===== config.mk =====
export PLATFORM = sky130hd
export DESIGN_NAME = rau_divider
export DESIGN_NICKNAME = d
export VERILOG_FILES = /design/src/rtl/core/rau_pkg.sv /design/src/rtl/core/rau_divider.sv
export SDC_FILE = /design/constraint.sdc
export NUM_CORES = 1
export LEC_CHECK = 0
export BUFFER_PORTS_ARGS = -buffer_cell sky130_fd_sc_hd__buf_2
export CORE_MARGIN = 8
export CORE_UTILIZATION = 50
export DETAILED_ROUTE_END_ITERATION = 10
export PLACE_DENSITY = 0.78
export REMOVE_ABC_BUFFERS = 1
export SKIP_LAST_GASP = 1
export SYNTH_ARGS = -nofsm -noshare
export SYNTH_HDL_FRONTEND = slang
export SYNTH_SLANG_ARGS = --single-unit
export TNS_END_PERCENT = 5

===== constraint.sdc =====
create_clock -name clock -period 3.2 [get_ports clock]
set_clock_uncertainty 0.15 [all_clocks]
set_input_delay 0.48 -clock clock [delete_from_list [all_inputs] [get_ports clock]]
set_output_delay 0.48 -clock clock [all_outputs]
set_load 0.02 [all_outputs]

===== src/rtl/core/rau_pkg.sv =====
// Package for the rational arithmetic unit: operation codes, status codes,
// widths and the request and response transaction structs. No dependencies.
package rau_pkg;

   localparam int WIDTH = 32;
   localparam int MAG_W = 64;

   localparam logic [2:0] OP_NORM = 3'd0;
   localparam logic [2:0] OP_ADD  = 3'd1;
   localparam logic [2:0] OP_SUB  = 3'd2;
   localparam logic [2:0] OP_MUL  = 3'd3;
   localparam logic [2:0] OP_DIV  = 3'd4;
   localparam logic [2:0] OP_LESS = 3'd5;
   localparam logic [2:0] OP_NEG  = 3'd6;
   localparam logic [2:0] OP_ABS  = 3'd7;

   localparam logic [1:0] ST_OK   = 2'd0;
   localparam logic [1:0] ST_ZERO = 2'd1;
   localparam logic [1:0] ST_OVF  = 2'd2;

   typedef struct packed {
      logic [2:0]         mode;
      logic signed [31:0] x_num;
      logic signed [31:0] x_den;
      logic signed [31:0] y_num;
      logic signed [31:0] y_den;
   } req_type;

   typedef struct packed {
      logic signed [31:0] res_num;
      logic [30:0]        res_den;
      logic               is_less;
      logic [1:0]         status;
   } rsp_type;

endpackage


===== src/rtl/core/rau_divider.sv =====
// Shared restoring divider of the rational arithmetic unit, one quotient bit
// per cycle on 64-bit magnitudes. Depends on rau_pkg.
module rau_divider
   import rau_pkg::*;
(
   input  logic             clock,
   input  logic             reset,
   input  logic             start,
   input  logic [MAG_W-1:0] dividend,
   input  logic [MAG_W-1:0] divisor,
   output logic             done,
   output logic [MAG_W-1:0] quotient,
   output logic [MAG_W-1:0] remainder
);

   logic [MAG_W-1:0] quo_ff, quo_in, rem_ff, rem_in, dsr_ff, dsr_in;
   logic [6:0]       cnt_ff, cnt_in;
   logic             busy_ff, busy_in, done_ff, done_in;
   logic [MAG_W:0]   trial;

   always_comb begin
      quo_in  = quo_ff;
      rem_in  = rem_ff;
      dsr_in  = dsr_ff;
      cnt_in  = cnt_ff;
      busy_in = busy_ff;
      done_in = 1'b0;
      trial   = {rem_ff, quo_ff[MAG_W-1]};
      if (start) begin
         quo_in  = dividend;
         rem_in  = '0;
         dsr_in  = divisor;
         cnt_in  = 7'(MAG_W);
         busy_in = 1'b1;
      end else if (busy_ff) begin
         if (trial >= {1'b0, dsr_ff}) begin
            rem_in = 64'(trial - {1'b0, dsr_ff});
            quo_in = {quo_ff[MAG_W-2:0], 1'b1};
         end else begin
            rem_in = trial[MAG_W-1:0];
            quo_in = {quo_ff[MAG_W-2:0], 1'b0};
         end
         cnt_in = cnt_ff - 7'd1;
         if (cnt_ff == 7'd1) begin
            busy_in = 1'b0;
            done_in = 1'b1;
         end
      end
   end

   always_ff @(posedge clock) begin
      quo_ff <= quo_in;
      rem_ff <= rem_in;
      dsr_ff <= dsr_in;
      cnt_ff <= cnt_in;
      if (reset) begin
         busy_ff <= 1'b0;
         done_ff <= 1'b0;
      end else begin
         busy_ff <= busy_in;
         done_ff <= done_in;
      end
   end

   assign done      = done_ff;
   assign quotient  = quo_ff;
   assign remainder = rem_ff;

endmodule


Yosys cells after proc, flatten, opt, wreduce, memory -nomap -nowiden --
Index checks and enable logic that the tools add are counted.
Storage, ports and cells: flip-flop bits (word level) 201, latch bits 0, RAM bits 0, bits in read-only memories 0, input bits 131, output and inout port bits 129, word-level logic and storage cells 21, memories kept 0
Cells by class: add/sub/neg operators 2, $mul 0, divide/modulo/power cells 0, order comparisons 1, equal/unequal tests 1, shift operators 0, multiplexer cells 8, bitwise gates (word level) 1, reductions and logical operators 2
Operator list (count):
- $mux W64 | 3
- $ge A65 B64 Y1 | 1
- $sub A64 B64 Y64 | 1
- $eq A7 B1 Y1 const B | 1
- $sub A7 B1 Y7 const B | 1
- $mux W1 | 5
- $reduce_or A3 Y1 | 1
- $reduce_bool A2 Y1 | 1
- $not A1 Y1 | 1

Longest topological paths before layout --
depth after elaboration 4, depth in mapped cells 16, gate-level depth less buffers 13

Least setup slack after synthesis --
No wires, ideal clock.
kind register to register, from register quo_ff[63] (netlist: quotient[63]), to register rem_ff[60] (netlist: remainder[60]), setup time 0.063 ns, arrival 2.939 ns, data required time 2.987 ns, slack 0.048 ns, cell stages (with the launch flop) 14, buffers on the path 0, clock period less this slack 3.152 ns, cells stage by stage edfxtp_1 > inv_1 > ha_1 > fa_1 > nand2b_1 > a211oi_1 > o31ai_1 > nand3_1 > a21oi_1 > a31o_2 > a211oi_2 > o211ai_1 > a2111o_1 > nand3_1
On the way: cells in the longest elaborated chain, start to end 2, elaborated cells between the ends (all ways) 3, classes of those cells add/sub: 1; order compare: 1; mux: 1
RTL lines:
- start: declaration | RTL line rau_divider.sv:16 | logic [MAG_W-1:0] quo_ff, quo_in, rem_ff, rem_in, dsr_ff, dsr_in;
- start signal: assignment | RTL line rau_divider.sv:52 | quo_ff <= quo_in;
- $sub A64 B64 Y64 or $ge A65 B64 Y1 (tied branches) | RTL line rau_divider.sv:37, rau_divider.sv:36
- $mux W64 (*) | RTL line rau_divider.sv:36 | if (trial >= {1'b0, dsr_ff}) begin
- end signal: assignment | RTL line rau_divider.sv:53 | rem_ff <= rem_in;
- end: declaration | RTL line rau_divider.sv:16
Mark *: on every way between the ends. The rest lies on a longest branch, timed or not. A chain may end at the register's enable or synchronous reset.

Final worst setup path --
from register dsr_ff[12], to register rem_ff[29] (netlist: remainder[29])
On the way: cells in the longest elaborated chain, start to end 2, elaborated cells between the ends (all ways) 3, classes of those cells add/sub: 1; order compare: 1; mux: 1
RTL lines:
- start: declaration | RTL line rau_divider.sv:16
- start signal: assignment | RTL line rau_divider.sv:54 | dsr_ff <= dsr_in;
- $sub A64 B64 Y64 or $ge A65 B64 Y1 (tied branches) | RTL line rau_divider.sv:37, rau_divider.sv:36
- $mux W64 (*) | RTL line rau_divider.sv:36
Marked as above.

==> results.cfg <==
[sta]
max_freq_ghz = 0.318
finalWorstPathRequiredPeriod_ns = 3.15
unrepaired_setup_endpoints_after_global_routing = yes
finalHoldViolCount = 0
final_max_slew_viol_count = 0
worst-slew-pin-transition_ns = 0.864
timing.final.setup_violations = 0
slew_headroom_pct = 42.3
layout_worst_path_cycle_share_pct = 98.3

[logic_synthesis]
sequential_share_of_the_synthesized_area_pct = 45.1
synth-edff-count = 128
ys_ff_latch = 201
postSynth.asyncResetShare_pct = 0
synth.yosys.warnings = 0
count_of_different_cell_masters_after_synthesis = 68
syn-cell-area_um2 = 11800
synthesis.area_per_instance_um2 = 9.72
netlist_instances = 1209
dominant_synthesized_flop_cell = sky130_fd_sc_hd__edfxtp_1

[critical_path]
worst-setup-path-type = flip-flop to flip-flop
worstPathMaxFanout = 16
worst-endpoint-arrival_ns = 3.41
critPathLaunchType = flip-flop
r2r.worst_path.cells = 13
timing.critical_path.to_type = flip-flop
required_ns = 3.46

[clock_network]
cts_max_path_buffers = 3
cts-htree-levels = 1
worstSkewPairLatency_ns = 0.53
root_buf_cell = sky130_fd_sc_hd__clkbuf_16
tritoncts = built
cts_num_sinks = 201
cts_made_buffers = 24
path_clk_slew_ns = 0.06

[layout]
nNetsFinal = 1789
post-route-util_pct = 68.0
post_route_cells_drive_above_1_share_pct = 33.1
instances_no_fill = 1929
syn_to_final_growth_pct = 34.5
num-fill-cells = 1819

[place]
post-place-cells = 1816
dp.final_hpwl_um = 27000
io_buffer_count = 259
gpl.final_weighted_congestion = 0.946

[global_route]
grt_use_total_pct = 24.6
grt_first_pass_wirelength_um = 57300
number_of_global_route_vias_before_repair = 10900
antenna_found_initial = 3
grt_start_max_net_pins = 100
grt_overflow_total = 0

[power_and_ir_drop]
power-per-cell-area_nw_per_um2 = 525
power.leakage_nw = 6.85
max-vdd-ir-drop_v = 0.000435

[floorplan]
i_o_pin_count = 260
core.rowCount = 56
die_width_um = 169
fp.dieArea_um2 = 28700
start_util_pct = 50.5
fp.dieH_um = 169
placeableCoreArea_um2 = 23300

[route]
firstDrtPassIters = 6
detail_route.vias_per_cell = 5.59
antenna_left = 0
via_count_of_the_routed_design = 10800
routedWlPerCell_um = 19.4
detailedRoute.firstIterationViolations = 760
totalWireLength_um = 37300
final_routed_drc_violation_total = 0

[status]
outcome = completed

[min_path]
hold_path_depth = 1
classification_of_the_worst_slack_hold_path = input port to flip-flop

[run]
max_capacitance_violation_total = 0
## layout make-up
| class | instances | area, um2 | area share, % |
|---|---|---|---|
| Antenna cell | 1 | 2.50 | 0.0158 |
| Timing Repair Buffer | 409 | 2670 | 16.9 |
| Inverter | 82 | 308 | 1.95 |
| Clock buffer | 35 | 722 | 4.57 |
| Sequential cell | 201 | 5310 | 33.6 |
| Tap cell | 319 | 399 | 2.52 |
| Clock inverter | 9 | 92.6 | 0.586 |
| Multi-Input combinational cell | 873 | 6300 | 39.9 |
## cell usage after synthesis, types with 9 or more instances
master                     instances  share of area (%)
sky130_fd_sc_hd__a211oi_1         12               0.77
sky130_fd_sc_hd__a21o_1           31                2.0
sky130_fd_sc_hd__a21oi_1          81                3.4
sky130_fd_sc_hd__a311oi_1         45                3.4
sky130_fd_sc_hd__and2_1           10               0.53
sky130_fd_sc_hd__and3_1           11               0.59
sky130_fd_sc_hd__buf_2             9               0.38
sky130_fd_sc_hd__clkbuf_1         34                1.1
sky130_fd_sc_hd__dfxtp_1          73                 12
sky130_fd_sc_hd__edfxtp_1        128                 33
sky130_fd_sc_hd__ha_1             66                7.0
sky130_fd_sc_hd__inv_1            82                2.6
sky130_fd_sc_hd__mux2_2           64                6.1
sky130_fd_sc_hd__nand2_1         154                4.9
sky130_fd_sc_hd__nand2b_1         18               0.96
sky130_fd_sc_hd__nand3_1          19               0.81
sky130_fd_sc_hd__nand4_1          18               0.96
sky130_fd_sc_hd__nor2_1           98                3.1
sky130_fd_sc_hd__nor3_1           12               0.51
sky130_fd_sc_hd__o21ai_0          51                2.2
sky130_fd_sc_hd__o21bai_1         14               0.89
sky130_fd_sc_hd__xnor2_1          39                2.9
sky130_fd_sc_hd__xor2_1           20                1.5
## layout by cell type (no fill, tap or decap), types with 55 or more instances in the layout
| master | synthesis | final |
|---|---|---|
| sky130_fd_sc_hd__buf_2 | 9 | 258 |
| sky130_fd_sc_hd__nand2_1 | 154 | 152 |
| sky130_fd_sc_hd__edfxtp_1 | 128 | 128 |
| sky130_fd_sc_hd__nor2_1 | 98 | 97 |
| sky130_fd_sc_hd__inv_1 | 82 | 81 |
| sky130_fd_sc_hd__buf_4 | 5 | 79 |
| sky130_fd_sc_hd__dfxtp_1 | 73 | 72 |
| sky130_fd_sc_hd__a21oi_1 | 81 | 70 |
| sky130_fd_sc_hd__mux2_2 | 64 | 64 |
| sky130_fd_sc_hd__dlygate4sd3_1 | 0 | 63 |
| sky130_fd_sc_hd__ha_1 | 66 | 55 |
## repair_timing
item / in CTS / in global routing
buffers inserted: 0 / 4
cloned: 0 / 1
endpoints found under the hold margin: 64 / 0
endpoints found under the setup margin: 15 / 65
resized for setup: 2 / 91
pin swaps: 1 / 23
hold buffers: 63 / 0
## routing by layer
metal  global-route usage (%)  share of wire, %
met1                     27.8                39
met2                     44.6                50
met3                     6.44               7.9
met4                     7.85               3.4
met5                        0             0.083
## registers in the layout (all words and copies together), names as in the netlist
name       flops
quotient      64
dsr_ff        64
busy_ff        1
remainder     64
cnt_ff         7
done           1
## power by group
group / leakage, nW / internal (mW) / total, mW / switching [mW]
clock: 0.401 / 1.65 / 2.76 / 1.11
combinational: 4.58 / 0.988 / 2.35 / 1.36
sequential: 1.87 / 3.02 / 3.19 / 0.165
total: 6.85 / 5.66 / 8.30 / 2.63
## cells by family after synthesis
family,count (synthesis),share of synthesized area (%)
buffers and inverters,135,4.76
muxes,72,6.81
and+or+nand+nor,374,14.5
AOI/OAI and AO/OA,301,17.3
DFF,201,45.1
xor gates and xnor gates,59,4.40
adders and majority gates,67,7.19
## worst max-delay path, cell delays in order (launching register included)
cell and delay [ns]:
sky130_fd_sc_hd__edfxtp_1 0.36, sky130_fd_sc_hd__inv_1 0.06, sky130_fd_sc_hd__ha_2 0.32, sky130_fd_sc_hd__and3_1 0.20, sky130_fd_sc_hd__and2_1 0.18, sky130_fd_sc_hd__o32ai_2 0.28
sky130_fd_sc_hd__a21oi_2 0.11, sky130_fd_sc_hd__a31oi_4 0.25, sky130_fd_sc_hd__o2111ai_2 0.18, sky130_fd_sc_hd__nand3_2 0.17, sky130_fd_sc_hd__and2_4 0.22, sky130_fd_sc_hd__clkbuf_16 0.20
sky130_fd_sc_hd__nand2_1 0.07, sky130_fd_sc_hd__a311oi_1 0.29
## through the flow
step                      instance area (um2)  worst slack, ns  total power [mW]  setup TNS, ns  hold WS (ns)
after floorplan                         11500            -1.46              4.53        -125.20         0.305
after global placement                  13900           0.0486              5.32              0         0.321
after detailed placement                13900           -0.120              5.36         -0.355         0.318
after CTS                               15300          -0.0593              8.19         -0.244       0.00397
after global routing                    15800          -0.0719              8.66         -0.794       0.00709
final                                   15800           0.0531              8.30              0        0.0203
## path summary, 6_finish.rpt
kind	end	slack [ns]	startpoint
hold / removal	dsr_ff[42]	0.02	divisor[42]
hold reg to reg	cnt_ff[6]	0.34	cnt_ff[6]
setup reg to reg	remainder[29]	0.05	dsr_ff[12]
setup / recovery	remainder[29]	0.05	dsr_ff[12]
Power figures use the tool's default switching activity.
